$ cat src/sv/urt_pkg.sv
// ---------------------------------------------------------------------------
// urt_pkg: shared types and constants of the user region table
// Field widths, table sizing, command and status codes, and the command and
// status bundles between the controller and the datapath.
// ---------------------------------------------------------------------------
package urt_pkg;

  // Table sizing
  localparam int TABLE_DEPTH = 16;
  localparam int IDX_W       = (TABLE_DEPTH > 1) ? $clog2(TABLE_DEPTH) : 1;
  localparam int CNT_W       = $clog2(TABLE_DEPTH + 1);

  // Field widths
  localparam int ADDR_W     = 47;
  localparam int TOP_W      = 48;
  localparam int END_W      = 49;
  localparam int PAGES_W    = 36;
  localparam int SPAGE_W    = 35;
  localparam int ATTR_W     = 64;
  localparam int LIVE_W     = 5;
  localparam int PAGE_SHIFT = 12;

  // User-accessible page flag, forced on in every stored region
  localparam logic [ATTR_W-1:0] PTE_US = 64'h4;

  typedef enum logic [1:0] {
    OP_RESERVE = 2'd0,
    OP_RELEASE = 2'd1,
    OP_LOOKUP  = 2'd2,
    OP_CLEAR   = 2'd3
  } urt_op_t;

  typedef enum logic [2:0] {
    ST_OK       = 3'd0,
    ST_ZERO     = 3'd1,
    ST_WINDOW   = 3'd2,
    ST_OVERLAP  = 3'd3,
    ST_FULL     = 3'd4,
    ST_NOTFOUND = 3'd5
  } urt_status_t;

  typedef enum logic {
    CFG_BASE = 1'b0,
    CFG_TOP  = 1'b1
  } urt_cfg_idx_t;

  // One stored region
  typedef struct packed {
    logic [SPAGE_W-1:0] start_page;
    logic [PAGES_W-1:0] page_count;
    logic [ATTR_W-1:0]  attrs;
  } urt_entry_t;

  // Controller to datapath
  typedef struct packed {
    logic        load;
    logic        scan_start;
    logic        scan_step;
    logic        move_rd;
    logic        move_wr;
    logic        append;
    logic        clear;
    logic        finish;
    logic        found_ok;
    urt_status_t status;
  } urt_cmd_t;

  // Datapath to controller
  typedef struct packed {
    urt_op_t op;
    logic    zero_pages;
    logic    out_window;
    logic    hit;
    logic    scan_done;
    logic    full;
    logic    out_free;
  } urt_sts_t;

endpackage

$ cat src/sv/urt_in_if.sv
// ---------------------------------------------------------------------------
// urt_in_if: command channel of the user region table
// Valid/ready channel carrying one command item.
// ---------------------------------------------------------------------------
interface urt_in_if;
  logic                           valid;
  logic                           ready;
  urt_pkg::urt_op_t               cmd;
  logic [urt_pkg::ADDR_W-1:0]     addr;
  logic [urt_pkg::PAGES_W-1:0]    page_count;
  logic [urt_pkg::ATTR_W-1:0]     region_attrs;

  modport source (output valid, cmd, addr, page_count, region_attrs, input ready);
  modport sink   (input valid, cmd, addr, page_count, region_attrs, output ready);
endinterface

$ cat src/sv/urt_out_if.sv
// ---------------------------------------------------------------------------
// urt_out_if: result channel of the user region table
// Valid/ready channel carrying one result item.
// ---------------------------------------------------------------------------
interface urt_out_if;
  logic                           valid;
  logic                           ready;
  urt_pkg::urt_status_t           status;
  logic [urt_pkg::ADDR_W-1:0]     found_start;
  logic [urt_pkg::PAGES_W-1:0]    found_pages;
  logic [urt_pkg::ATTR_W-1:0]     found_attrs;
  logic [urt_pkg::LIVE_W-1:0]     live_count;

  modport source (output valid, status, found_start, found_pages, found_attrs, live_count,
                  input ready);
  modport sink   (input valid, status, found_start, found_pages, found_attrs, live_count,
                  output ready);
endinterface

$ cat src/sv/urt_cfg_if.sv
// ---------------------------------------------------------------------------
// urt_cfg_if: configuration write channel of the user region table
// Valid/ready channel carrying a register index and write data.
// ---------------------------------------------------------------------------
interface urt_cfg_if;
  logic                        valid;
  logic                        ready;
  urt_pkg::urt_cfg_idx_t       index;
  logic [urt_pkg::TOP_W-1:0]   data;

  modport source (output valid, index, data, input ready);
  modport sink   (input valid, index, data, output ready);
endinterface

$ cat src/sv/urt_ram.sv
// ---------------------------------------------------------------------------
// urt_ram: generic single-write, single-read RAM
// One write port and one read port with registered read data.
// ---------------------------------------------------------------------------
module urt_ram #(
  parameter int WIDTH = 8,
  parameter int DEPTH = 16
) (
  input  logic                                      clk,
  input  logic                                      we,
  input  logic [((DEPTH > 1) ? $clog2(DEPTH) : 1)-1:0] waddr,
  input  logic [WIDTH-1:0]                          wdata,
  input  logic                                      re,
  input  logic [((DEPTH > 1) ? $clog2(DEPTH) : 1)-1:0] raddr,
  output logic [WIDTH-1:0]                          rdata
);

  logic [WIDTH-1:0] mem [DEPTH];
  logic [WIDTH-1:0] rdata_r;

  // Write, then register the read
  always_ff @(posedge clk) begin
    if (we) begin
      mem[waddr] <= wdata;
    end
    if (re) begin
      rdata_r <= mem[raddr];
    end
  end

  assign rdata = rdata_r;

endmodule

$ cat src/sv/urt_datapath.sv
// ---------------------------------------------------------------------------
// urt_datapath: registers, region store and compare logic
// Holds the command item, window registers, region count and result
// register, and scans the region RAM one entry per cycle on command.
// ---------------------------------------------------------------------------
module urt_datapath (
  input  logic                          clk,
  input  logic                          rst_n,
  input  urt_pkg::urt_cmd_t             cmd,
  output urt_pkg::urt_sts_t             sts,
  // command payload
  input  urt_pkg::urt_op_t              in_cmd,
  input  logic [urt_pkg::ADDR_W-1:0]    in_addr,
  input  logic [urt_pkg::PAGES_W-1:0]   in_page_count,
  input  logic [urt_pkg::ATTR_W-1:0]    in_region_attrs,
  // result channel
  output logic                          out_valid,
  input  logic                          out_ready,
  output urt_pkg::urt_status_t          out_status,
  output logic [urt_pkg::ADDR_W-1:0]    out_found_start,
  output logic [urt_pkg::PAGES_W-1:0]   out_found_pages,
  output logic [urt_pkg::ATTR_W-1:0]    out_found_attrs,
  output logic [urt_pkg::LIVE_W-1:0]    out_live_count,
  // configuration
  input  logic                          cfg_valid,
  output logic                          cfg_ready,
  input  urt_pkg::urt_cfg_idx_t         cfg_index,
  input  logic [urt_pkg::TOP_W-1:0]     cfg_data
);

  localparam int AW = urt_pkg::ADDR_W;
  localparam int EW = urt_pkg::END_W;
  localparam int PS = urt_pkg::PAGE_SHIFT;
  localparam int CW = urt_pkg::CNT_W;
  localparam int IW = urt_pkg::IDX_W;

  // Item registers
  urt_pkg::urt_op_t              op_r;
  logic [AW-1:0]                 addr_r;
  logic [urt_pkg::PAGES_W-1:0]   pages_r;
  logic [urt_pkg::ATTR_W-1:0]    attrs_r;
  logic [EW-1:0]                 end_r;
  logic [AW-1:0]                 start_w;
  logic [EW-1:0]                 end_nxt;

  // Window registers
  logic [AW-1:0]                 base_r;
  logic [urt_pkg::TOP_W-1:0]     top_r;

  // Table control
  logic [CW-1:0]                 total_r;
  logic [CW-1:0]                 iss_idx_r;
  logic                          chk_vld_r;
  logic [IW-1:0]                 chk_idx_r;
  logic [IW-1:0]                 hit_idx_r;
  logic                          issue;
  logic [CW-1:0]                 last_cnt;

  // Found region
  logic [AW-1:0]                 fnd_start_r;
  logic [urt_pkg::PAGES_W-1:0]   fnd_pages_r;
  logic [urt_pkg::ATTR_W-1:0]    fnd_attrs_r;

  // Result register
  logic                          out_valid_r;
  urt_pkg::urt_status_t          out_status_r;
  logic [AW-1:0]                 out_start_r;
  logic [urt_pkg::PAGES_W-1:0]   out_pages_r;
  logic [urt_pkg::ATTR_W-1:0]    out_attrs_r;
  logic [urt_pkg::LIVE_W-1:0]    out_live_r;

  // RAM ports
  logic                          ram_we;
  logic [IW-1:0]                 ram_waddr;
  urt_pkg::urt_entry_t           ram_wdata;
  logic                          ram_re;
  logic [IW-1:0]                 ram_raddr;
  urt_pkg::urt_entry_t           ram_rdata;

  // Compare terms for the entry under check
  logic [AW-1:0]                 ent_begin;
  logic [EW-1:0]                 ent_end;
  logic                          match;

  assign start_w = {addr_r[AW-1:PS], PS'(0)};
  assign end_nxt = {2'b00, in_addr[AW-1:PS], PS'(0)} + {1'b0, in_page_count, PS'(0)};

  // Capture the item
  always_ff @(posedge clk) begin
    if (cmd.load) begin
      op_r    <= in_cmd;
      addr_r  <= in_addr;
      pages_r <= in_page_count;
      attrs_r <= in_region_attrs;
      end_r   <= end_nxt;
    end
  end

  // Window registers
  assign cfg_ready = 1'b1;

  always_ff @(posedge clk) begin
    if (!rst_n) begin
      base_r <= AW'(64'h40_0000);
      top_r  <= urt_pkg::TOP_W'(64'h7FFF_FFFF_F000);
    end else if (cfg_valid) begin
      unique case (cfg_index)
        urt_pkg::CFG_BASE: base_r <= cfg_data[AW-1:0];
        urt_pkg::CFG_TOP:  top_r  <= cfg_data;
      endcase
    end
  end

  // Entry compare
  assign ent_begin = {ram_rdata.start_page, PS'(0)};
  assign ent_end   = {2'b00, ent_begin} + {1'b0, ram_rdata.page_count, PS'(0)};

  always_comb begin
    unique case (op_r)
      urt_pkg::OP_RESERVE: match = ({2'b00, start_w} < ent_end) && (end_r > {2'b00, ent_begin});
      urt_pkg::OP_RELEASE: match = (ent_begin == start_w);
      urt_pkg::OP_LOOKUP:  match = (addr_r >= ent_begin) && ({2'b00, addr_r} < ent_end);
      urt_pkg::OP_CLEAR:   match = 1'b0;
    endcase
  end

  // Scan: issue one read per cycle, check the entry read the cycle before
  assign issue    = cmd.scan_step && (iss_idx_r < total_r);
  assign last_cnt = total_r - CW'(1);

  always_ff @(posedge clk) begin
    if (!rst_n) begin
      iss_idx_r <= '0;
      chk_vld_r <= 1'b0;
    end else if (cmd.scan_start) begin
      iss_idx_r <= '0;
      chk_vld_r <= 1'b0;
    end else if (cmd.scan_step) begin
      chk_vld_r <= issue;
      if (issue) begin
        iss_idx_r <= iss_idx_r + CW'(1);
      end
    end
  end

  always_ff @(posedge clk) begin
    if (issue) begin
      chk_idx_r <= iss_idx_r[IW-1:0];
    end
    if (cmd.scan_step && sts.hit) begin
      hit_idx_r   <= chk_idx_r;
      fnd_start_r <= ent_begin;
      fnd_pages_r <= ram_rdata.page_count;
      fnd_attrs_r <= ram_rdata.attrs;
    end
  end

  // Region count
  always_ff @(posedge clk) begin
    if (!rst_n) begin
      total_r <= '0;
    end else if (cmd.append) begin
      total_r <= total_r + CW'(1);
    end else if (cmd.move_wr) begin
      total_r <= last_cnt;
    end else if (cmd.clear) begin
      total_r <= '0;
    end
  end

  // Region RAM ports
  assign ram_re    = issue || cmd.move_rd;
  assign ram_raddr = cmd.move_rd ? last_cnt[IW-1:0] : iss_idx_r[IW-1:0];
  assign ram_we    = cmd.append || cmd.move_wr;
  assign ram_waddr = cmd.append ? total_r[IW-1:0] : hit_idx_r;

  always_comb begin
    if (cmd.append) begin
      ram_wdata.start_page = addr_r[AW-1:PS];
      ram_wdata.page_count = pages_r;
      ram_wdata.attrs      = attrs_r | urt_pkg::PTE_US;
    end else begin
      ram_wdata = ram_rdata;
    end
  end

  urt_ram #(
    .WIDTH ($bits(urt_pkg::urt_entry_t)),
    .DEPTH (urt_pkg::TABLE_DEPTH)
  ) u_ram (
    .clk   (clk),
    .we    (ram_we),
    .waddr (ram_waddr),
    .wdata (ram_wdata),
    .re    (ram_re),
    .raddr (ram_raddr),
    .rdata (ram_rdata)
  );

  // Result register
  always_ff @(posedge clk) begin
    if (!rst_n) begin
      out_valid_r <= 1'b0;
    end else if (cmd.finish) begin
      out_valid_r <= 1'b1;
    end else if (out_ready) begin
      out_valid_r <= 1'b0;
    end
  end

  always_ff @(posedge clk) begin
    if (cmd.finish) begin
      out_status_r <= cmd.status;
      out_start_r  <= cmd.found_ok ? fnd_start_r : '0;
      out_pages_r  <= cmd.found_ok ? fnd_pages_r : '0;
      out_attrs_r  <= cmd.found_ok ? fnd_attrs_r : '0;
      out_live_r   <= cmd.clear ? '0 : urt_pkg::LIVE_W'(total_r);
    end
  end

  assign out_valid       = out_valid_r;
  assign out_status      = out_status_r;
  assign out_found_start = out_start_r;
  assign out_found_pages = out_pages_r;
  assign out_found_attrs = out_attrs_r;
  assign out_live_count  = out_live_r;

  // Status to the controller
  assign sts.op         = op_r;
  assign sts.zero_pages = (pages_r == '0);
  assign sts.out_window = (start_w < base_r) || (end_r > {1'b0, top_r});
  assign sts.hit        = chk_vld_r && match;
  assign sts.scan_done  = !chk_vld_r && !(iss_idx_r < total_r);
  assign sts.full       = (total_r >= CW'(urt_pkg::TABLE_DEPTH));
  assign sts.out_free   = !out_valid_r || out_ready;

endmodule

$ cat src/sv/urt_ctrl.sv
// ---------------------------------------------------------------------------
// urt_ctrl: command sequencer of the user region table
// Accepts one item, runs the checks, the table scan and the slot move,
// picks the result status and hands the result to the output register.
// ---------------------------------------------------------------------------
module urt_ctrl (
  input  logic                clk,
  input  logic                rst_n,
  input  logic                in_valid,
  output logic                in_ready,
  input  urt_pkg::urt_sts_t   sts,
  output urt_pkg::urt_cmd_t   cmd
);

  typedef enum logic [5:0] {
    S_IDLE    = 6'b000001,
    S_CHECK   = 6'b000010,
    S_SCAN    = 6'b000100,
    S_MOVE_RD = 6'b001000,
    S_MOVE_WR = 6'b010000,
    S_FIN     = 6'b100000
  } urt_state_t;

  urt_state_t           state_r, state_nxt;
  urt_pkg::urt_status_t st_r, st_nxt;
  logic                 found_ok_r, found_ok_nxt;

  // Next state and commands
  always_comb begin
    state_nxt      = state_r;
    st_nxt         = st_r;
    found_ok_nxt   = found_ok_r;
    in_ready       = 1'b0;
    cmd            = '0;
    cmd.status     = st_r;
    cmd.found_ok   = found_ok_r;
    unique case (state_r)
      S_IDLE: begin
        in_ready = 1'b1;
        if (in_valid) begin
          cmd.load     = 1'b1;
          found_ok_nxt = 1'b0;
          state_nxt    = S_CHECK;
        end
      end
      S_CHECK: begin
        unique case (sts.op)
          urt_pkg::OP_RESERVE: begin
            priority if (sts.zero_pages) begin
              st_nxt    = urt_pkg::ST_ZERO;
              state_nxt = S_FIN;
            end else if (sts.out_window) begin
              st_nxt    = urt_pkg::ST_WINDOW;
              state_nxt = S_FIN;
            end else begin
              cmd.scan_start = 1'b1;
              state_nxt      = S_SCAN;
            end
          end
          urt_pkg::OP_RELEASE, urt_pkg::OP_LOOKUP: begin
            cmd.scan_start = 1'b1;
            state_nxt      = S_SCAN;
          end
          urt_pkg::OP_CLEAR: begin
            st_nxt    = urt_pkg::ST_OK;
            state_nxt = S_FIN;
          end
        endcase
      end
      S_SCAN: begin
        cmd.scan_step = 1'b1;
        priority if (sts.hit) begin
          unique case (sts.op)
            urt_pkg::OP_RESERVE: begin
              st_nxt    = urt_pkg::ST_OVERLAP;
              state_nxt = S_FIN;
            end
            urt_pkg::OP_RELEASE: begin
              state_nxt = S_MOVE_RD;
            end
            urt_pkg::OP_LOOKUP: begin
              st_nxt       = urt_pkg::ST_OK;
              found_ok_nxt = 1'b1;
              state_nxt    = S_FIN;
            end
            urt_pkg::OP_CLEAR: begin
              state_nxt = S_FIN;
            end
          endcase
        end else if (sts.scan_done) begin
          state_nxt = S_FIN;
          if (sts.op == urt_pkg::OP_RESERVE) begin
            if (sts.full) begin
              st_nxt = urt_pkg::ST_FULL;
            end else begin
              cmd.append = 1'b1;
              st_nxt     = urt_pkg::ST_OK;
            end
          end else begin
            st_nxt = urt_pkg::ST_NOTFOUND;
          end
        end
      end
      S_MOVE_RD: begin
        // fetch the last entry
        cmd.move_rd = 1'b1;
        state_nxt   = S_MOVE_WR;
      end
      S_MOVE_WR: begin
        // drop it into the freed slot
        cmd.move_wr = 1'b1;
        st_nxt      = urt_pkg::ST_OK;
        state_nxt   = S_FIN;
      end
      S_FIN: begin
        if (sts.out_free) begin
          cmd.finish = 1'b1;
          cmd.clear  = (sts.op == urt_pkg::OP_CLEAR);
          state_nxt  = S_IDLE;
        end
      end
      default: begin
        state_nxt = S_IDLE;
      end
    endcase
  end

  // State registers
  always_ff @(posedge clk) begin
    if (!rst_n) begin
      state_r    <= S_IDLE;
      st_r       <= urt_pkg::ST_OK;
      found_ok_r <= 1'b0;
    end else begin
      state_r    <= state_nxt;
      st_r       <= st_nxt;
      found_ok_r <= found_ok_nxt;
    end
  end

endmodule

$ cat src/sv/user_region_table.sv
// ---------------------------------------------------------------------------
// user_region_table: table of user virtual-address regions
// Reserve, release, lookup and clear of up to TABLE_DEPTH page regions.
// ---------------------------------------------------------------------------
// The block takes one command item at a time and returns one result item per
// command. The time from acceptance to result grows with the number of regions
// held and is shorter when a lookup, release or overlap hits early; clear, and
// a reserve rejected for zero pages or for the window, skip the scan. Any wait
// on the output adds to the time. The scan is bound by the single read port of
// the region RAM, which it walks one entry per cycle. The next command is
// accepted while a finished result still waits on the output.
// Window registers are written through the configuration channel, which is
// always ready; write them only while idle.
// ---------------------------------------------------------------------------
module user_region_table (
  input  logic      clk,
  input  logic      rst_n,
  urt_in_if.sink    in_ch,
  urt_out_if.source out_ch,
  urt_cfg_if.sink   cfg_ch
);

  urt_pkg::urt_cmd_t ctrl_cmd;
  urt_pkg::urt_sts_t dp_sts;

  urt_ctrl u_ctrl (
    .clk      (clk),
    .rst_n    (rst_n),
    .in_valid (in_ch.valid),
    .in_ready (in_ch.ready),
    .sts      (dp_sts),
    .cmd      (ctrl_cmd)
  );

  urt_datapath u_dp (
    .clk             (clk),
    .rst_n           (rst_n),
    .cmd             (ctrl_cmd),
    .sts             (dp_sts),
    .in_cmd          (in_ch.cmd),
    .in_addr         (in_ch.addr),
    .in_page_count   (in_ch.page_count),
    .in_region_attrs (in_ch.region_attrs),
    .out_valid       (out_ch.valid),
    .out_ready       (out_ch.ready),
    .out_status      (out_ch.status),
    .out_found_start (out_ch.found_start),
    .out_found_pages (out_ch.found_pages),
    .out_found_attrs (out_ch.found_attrs),
    .out_live_count  (out_ch.live_count),
    .cfg_valid       (cfg_ch.valid),
    .cfg_ready       (cfg_ch.ready),
    .cfg_index       (cfg_ch.index),
    .cfg_data        (cfg_ch.data)
  );

`ifndef SYNTH
  // Never append into a full table
  a_no_append_full: assert property (@(posedge clk) disable iff (!rst_n)
    ctrl_cmd.append |-> !dp_sts.full)
    else $error("append issued on a full table");

  // Hand over a result only when the output register can take it
  a_finish_free: assert property (@(posedge clk) disable iff (!rst_n)
    ctrl_cmd.finish |-> dp_sts.out_free)
    else $error("result finished while output register busy");

  // An accepted item keeps the input closed in the next cycle
  a_busy_after_accept: assert property (@(posedge clk) disable iff (!rst_n)
    (in_ch.valid && in_ch.ready) |=> !in_ch.ready)
    else $error("input reopened right after accept");

  // A new result appears only after a finish
  a_valid_from_finish: assert property (@(posedge clk) disable iff (!rst_n)
    $rose(out_ch.valid) |-> $past(ctrl_cmd.finish))
    else $error("result valid without finish");
`endif

endmodule

$ cat src/flat_wrapper.sv
// flat-port wrapper written by rule: the top's interface ports become plain ports
module user_region_table_flat 
  (clk, rst_n, in_ch_valid, in_ch_cmd, in_ch_addr, in_ch_page_count, in_ch_region_attrs, in_ch_ready, out_ch_valid, out_ch_status, out_ch_found_start, out_ch_found_pages, out_ch_found_attrs, out_ch_live_count, out_ch_ready, cfg_ch_valid, cfg_ch_index, cfg_ch_data, cfg_ch_ready);
  urt_in_if in_ch_i ();
  urt_out_if out_ch_i ();
  urt_cfg_if cfg_ch_i ();
  input  logic clk;
  input  logic rst_n;
  input wire logic [$bits(in_ch_i.valid)-1:0] in_ch_valid;
  input wire logic [$bits(in_ch_i.cmd)-1:0] in_ch_cmd;
  input wire logic [$bits(in_ch_i.addr)-1:0] in_ch_addr;
  input wire logic [$bits(in_ch_i.page_count)-1:0] in_ch_page_count;
  input wire logic [$bits(in_ch_i.region_attrs)-1:0] in_ch_region_attrs;
  output wire logic [$bits(in_ch_i.ready)-1:0] in_ch_ready;
  output wire logic [$bits(out_ch_i.valid)-1:0] out_ch_valid;
  output wire logic [$bits(out_ch_i.status)-1:0] out_ch_status;
  output wire logic [$bits(out_ch_i.found_start)-1:0] out_ch_found_start;
  output wire logic [$bits(out_ch_i.found_pages)-1:0] out_ch_found_pages;
  output wire logic [$bits(out_ch_i.found_attrs)-1:0] out_ch_found_attrs;
  output wire logic [$bits(out_ch_i.live_count)-1:0] out_ch_live_count;
  input wire logic [$bits(out_ch_i.ready)-1:0] out_ch_ready;
  input wire logic [$bits(cfg_ch_i.valid)-1:0] cfg_ch_valid;
  input wire logic [$bits(cfg_ch_i.index)-1:0] cfg_ch_index;
  input wire logic [$bits(cfg_ch_i.data)-1:0] cfg_ch_data;
  output wire logic [$bits(cfg_ch_i.ready)-1:0] cfg_ch_ready;
  assign in_ch_i.valid = in_ch_valid;
  assign in_ch_i.cmd = in_ch_cmd;
  assign in_ch_i.addr = in_ch_addr;
  assign in_ch_i.page_count = in_ch_page_count;
  assign in_ch_i.region_attrs = in_ch_region_attrs;
  assign in_ch_ready = in_ch_i.ready;
  assign out_ch_valid = out_ch_i.valid;
  assign out_ch_status = out_ch_i.status;
  assign out_ch_found_start = out_ch_i.found_start;
  assign out_ch_found_pages = out_ch_i.found_pages;
  assign out_ch_found_attrs = out_ch_i.found_attrs;
  assign out_ch_live_count = out_ch_i.live_count;
  assign out_ch_i.ready = out_ch_ready;
  assign cfg_ch_i.valid = cfg_ch_valid;
  assign cfg_ch_i.index = cfg_ch_index;
  assign cfg_ch_i.data = cfg_ch_data;
  assign cfg_ch_ready = cfg_ch_i.ready;
  user_region_table u_core (.clk(clk), .rst_n(rst_n), .in_ch(in_ch_i), .out_ch(out_ch_i), .cfg_ch(cfg_ch_i));
endmodule
$ cat config.mk
export PLATFORM = sky130hd
export DESIGN_NAME = user_region_table_flat
export DESIGN_NICKNAME = d
export VERILOG_FILES = /design/src/sv/urt_pkg.sv /design/src/sv/urt_in_if.sv /design/src/sv/urt_out_if.sv /design/src/sv/urt_cfg_if.sv /design/src/sv/urt_ram.sv /design/src/sv/urt_datapath.sv /design/src/sv/urt_ctrl.sv /design/src/sv/user_region_table.sv /design/src/flat_wrapper.sv
export SDC_FILE = /design/constraint.sdc
export NUM_CORES = 2
export LEC_CHECK = 0
export BUFFER_PORTS_ARGS = -buffer_cell sky130_fd_sc_hd__buf_2
export CAP_MARGIN = 20
export CELL_PAD_IN_SITES_DETAIL_PLACEMENT = 0
export CELL_PAD_IN_SITES_GLOBAL_PLACEMENT = 1
export CORE_MARGIN = 2
export CORE_UTILIZATION = 45
export CTS_BUF_LIST = sky130_fd_sc_hd__clkbuf_4
export DETAILED_ROUTE_END_ITERATION = 8
export PLACE_DENSITY_LB_ADDON = 0.12
export SYNTH_ARGS = -nofsm -noshare
export SYNTH_HDL_FRONTEND = slang
export SYNTH_SLANG_ARGS = --single-unit
$ cat constraint.sdc
create_clock -name clk -period 26.2 [get_ports clk]
set_clock_uncertainty 0.1 [all_clocks]
set_input_delay 5.24 -clock clk [delete_from_list [all_inputs] [get_ports clk]]
set_output_delay 5.24 -clock clk [all_outputs]
set_load 0.02 [all_outputs]
==> impl_metrics.tcl <==
set metrics [dict create \
    status "complete, no violations" \
    power_uw 9020 \
    sw_frac_of_total_pct 22.0 \
    p_int_uw 7030 \
    grt_first_pass_wirelength_mm 439 \
    setup_violations 0 \
    placedInstanceArea_um2 122000 \
    cts_tree "done" \
    fin_crit_ns 7.92 \
    syn2layout_area_growth_pct 13.1 \
    grt_usage_pct 23.1 \
    drive_gt1_share_pct 31.1 \
    cts.htree.levels 6 \
    clock_power_share_pct 41.7 \
    cts_resized 0 \
    finalHoldViolCount 0 \
    synth_flop_cell "edfxtp_1" \
    comb_power_share_pct 2.2 \
    required_ns 20.86 \
    arrival_ns 2.58 \
    p_seq_share_pct 56.1 \
    num_vias 61900 \
    r2r-end "u_core.u_dp.fnd_attrs_r[50]" \
    dieArea_um2 261000 \
    synth.area.top_cells "edfxtp_1, mux4_2, ha_1, dfxtp_1, a21oi_1" \
    antenna_found_initial 17 \
    pwr_density_cell_nw_per_um2 69.0 \
    num_rows 186 \
    grt_pass1_vias 63700 \
    netlist_instances 6103 \
    ant_nets 0 \
    hold_depth 0 \
    rsz0062_at_grt "no" \
    nNetsFinal 7523 \
    synth.largest_area_cell "edfxtp_1" \
    core-area_um2 256000 \
    end_kind "primary output" \
    p_sw_uw 1990 \
    first_pass_iters 6 \
    drv_slew 0 \
    wirelength_mm 305 \
    synth.cell_area_um2 116000 \
    gp_congestion 0.848 \
    cts_buffers 737 \
    clockBufferDepth 4 \
    drv_cap 0 \
    grt_overflow 0 \
    cts.clk_slew.worst_paths_ns 0.07 \
    io_pins 361 \
    yosys_warnings 0 \
    worst-r2r-setup-slack_ns 18.55 \
    stdcell_area_um2 131000 \
    path_class "flop to primary output" \
    async_reset_ff_share_pct 0 \
    rr_startpoint "u_core.u_dp.u_ram.rdata[100]" \
    min-delay-start "u_core.u_dp.u_ram.rdata[6]" \
    hp-class "flop to flop" \
    cts_root_buffer "clkbuf_4" \
    vias_per_cell 5.65 \
    leakage_uw 0.0451 \
    path_max_fanout 5 \
    max_freq_ghz 0.126 \
    port-buffer-count 346 \
    start_util_pct 45.1 \
    startpoint_type "flop" \
    cp-startpoint "u_core.u_ctrl.state_r[1]" \
    die_width_um 511 \
    grt_max_degree 130 \
    fp.dieH_um 511 \
    synth.avg_cell_area_um2 18.9 \
    wl_per_cell_um 27.8 \
    drc 0 \
    place_hpwl_mm 171 \
    tns_ns 0 \
    insertion_delay_ns 1.55 \
    hold_end "u_core.u_dp.fnd_attrs_r[6]" \
    rr_worst_depth 23 \
    post-cts-setup-buffers 0 \
    synth_seq_area_share_pct 73.9 \
    clkSinkCount 2883 \
    relSlewSlack_pct 23.0 \
    post_synth_num_cell_types 104 \
    ctsHoldBuffers 0 \
    period_share_pct 30.2 \
    synth_top_area_share_pct 71.9 \
    synth-edff-count 2766 \
    drt_iter0_drc 5424 \
    max_slew.worst_pin.slew_ns 1.15 \
    ir_drop_mv 0.0406 \
    ys_ff_latch 2883 \
]
## metal layers
metal / part of all wire [%] / global-route usage, %
met1: 45 / 33.0
met2: 47 / 36.8
met3: 5.8 / 4.06
met4: 2.1 / 6.18
met5: 0.0088 / 0
## metrics by stage
| stage | cells | hold WS, ns | util, % | setup WS [ns] |
|---|---|---|---|---|
| after detailed placement | 9699 | 0.307 | 47.4 | 17.54 |
| after global placement | 9699 | 0.304 | 47.4 | 17.54 |
| after CTS | 10900 | 0.334 | 51.0 | 18.03 |
| after floorplan | 6114 | 0.300 | - | 14.35 |
| final | 11000 | 0.316 | 51.0 | 18.28 |
| after global routing | 11000 | 0.336 | 51.0 | 18.00 |
## logic make-up after synthesis
family          share of synthesized area [%]
compound gates                           4.53
buf+inv                                  1.76
mux                                      12.7
xor+xnor                                0.402
simple gates                             3.92
fa+ha+maj                                2.82
other cells                           0.00650
flops                                    73.9
## layout make-up
class / count / area [um^2]
diodes: 11 / 27.5
clock buffers: 1082 / 8120
clock inverters: 166 / 1030
fillers: 21300 / 125000
inverters: 153 / 574
multi-input cells: 2792 / 28400
flip-flops and latches: 2883 / 85400
well taps: 3384 / 4230
repair buffers: 494 / 2990
## worst max-delay path by stage
stage	to	slack (ns)	depth (start not counted)
2_1_floorplan	u_core.u_dp.u_ram.rdata[0]	14.35	7
3_3_place_gp	u_core.u_dp.end_r[46]	17.54	14
3_5_place_dp	u_core.u_dp.end_r[46]	17.54	14
4_1_cts	in_ch_ready	18.03	3
5_1_grt	in_ch_ready	18.00	3
6_report	in_ch_ready	18.28	3
## power groups by stage
stage          Clock [uW]  Combinational, uW  Sequential (uW)
2_1_floorplan           0                124             5140
3_3_place_gp            0                192             5160
3_5_place_dp            0                193             5160
4_1_cts              3890                195             5060
5_1_grt              4120                220             5060
6_report             3760                195             5060
## sequential cells by signal, summed over array words and instances, names as in the netlist, 6 cells and up
signal	flops
u_core.u_ctrl.state_r	6
u_core.u_dp.addr_r	47
u_core.u_dp.attrs_r	63
u_core.u_dp.base_r	47
u_core.u_dp.end_r	37
u_core.u_dp.fnd_attrs_r	64
u_core.u_dp.fnd_pages_r	36
u_core.u_dp.fnd_start_r	35
u_core.u_dp.out_found_attrs	64
u_core.u_dp.out_found_pages	36
u_core.u_dp.out_found_start	35
u_core.u_dp.pages_r	36
u_core.u_dp.top_r	48
u_core.u_dp.u_ram.mem	2160
u_core.u_dp.u_ram.rdata	135
## worst max-delay path: stages, from the launching register on
cell	delay [ns]
dfxtp_1	0.36
nor2_1	0.15
and4b_1	0.35
buf_2	0.21
## layout by cell type (no fill, tap or decap), drive strengths merged, types with 11 or more instances in the layout
cell	instances
mux2	100
a31oi	14
nand2	272
inv	183
nand2b	14
nand4	47
edfxtp	2766
o21ai	113
xor2	16
nor4	27
nor2	114
nor2b	147
xnor2	37
a21o	40
nand3	24
o21a	20
and2	144
ha	257
diode	11
buf	493
a21oi	324
clkbuf	1083
conb	13
o21bai	11
a211oi	163
mux4	540
clkinv	126
o211ai	57
nor3	31
dfxtp	117
mux2i	137
## Yosys cell counts, drive strengths merged, types with 20 or more instances
cell       n
edfxtp  2766
mux4     540
a21oi    324
nand2    272
ha       257
a211oi   163
inv      153
clkbuf   149
nor2b    147
and2     144
buf      137
mux2i    137
dfxtp    117
nor2     114
o21ai    113
mux2     100
o211ai    57
nand4     47
a21o      40
xnor2     37
nor3      31
nor4      27
nand3     24
o21a      20
No activity file was read; power rests on OpenSTA's default activity.
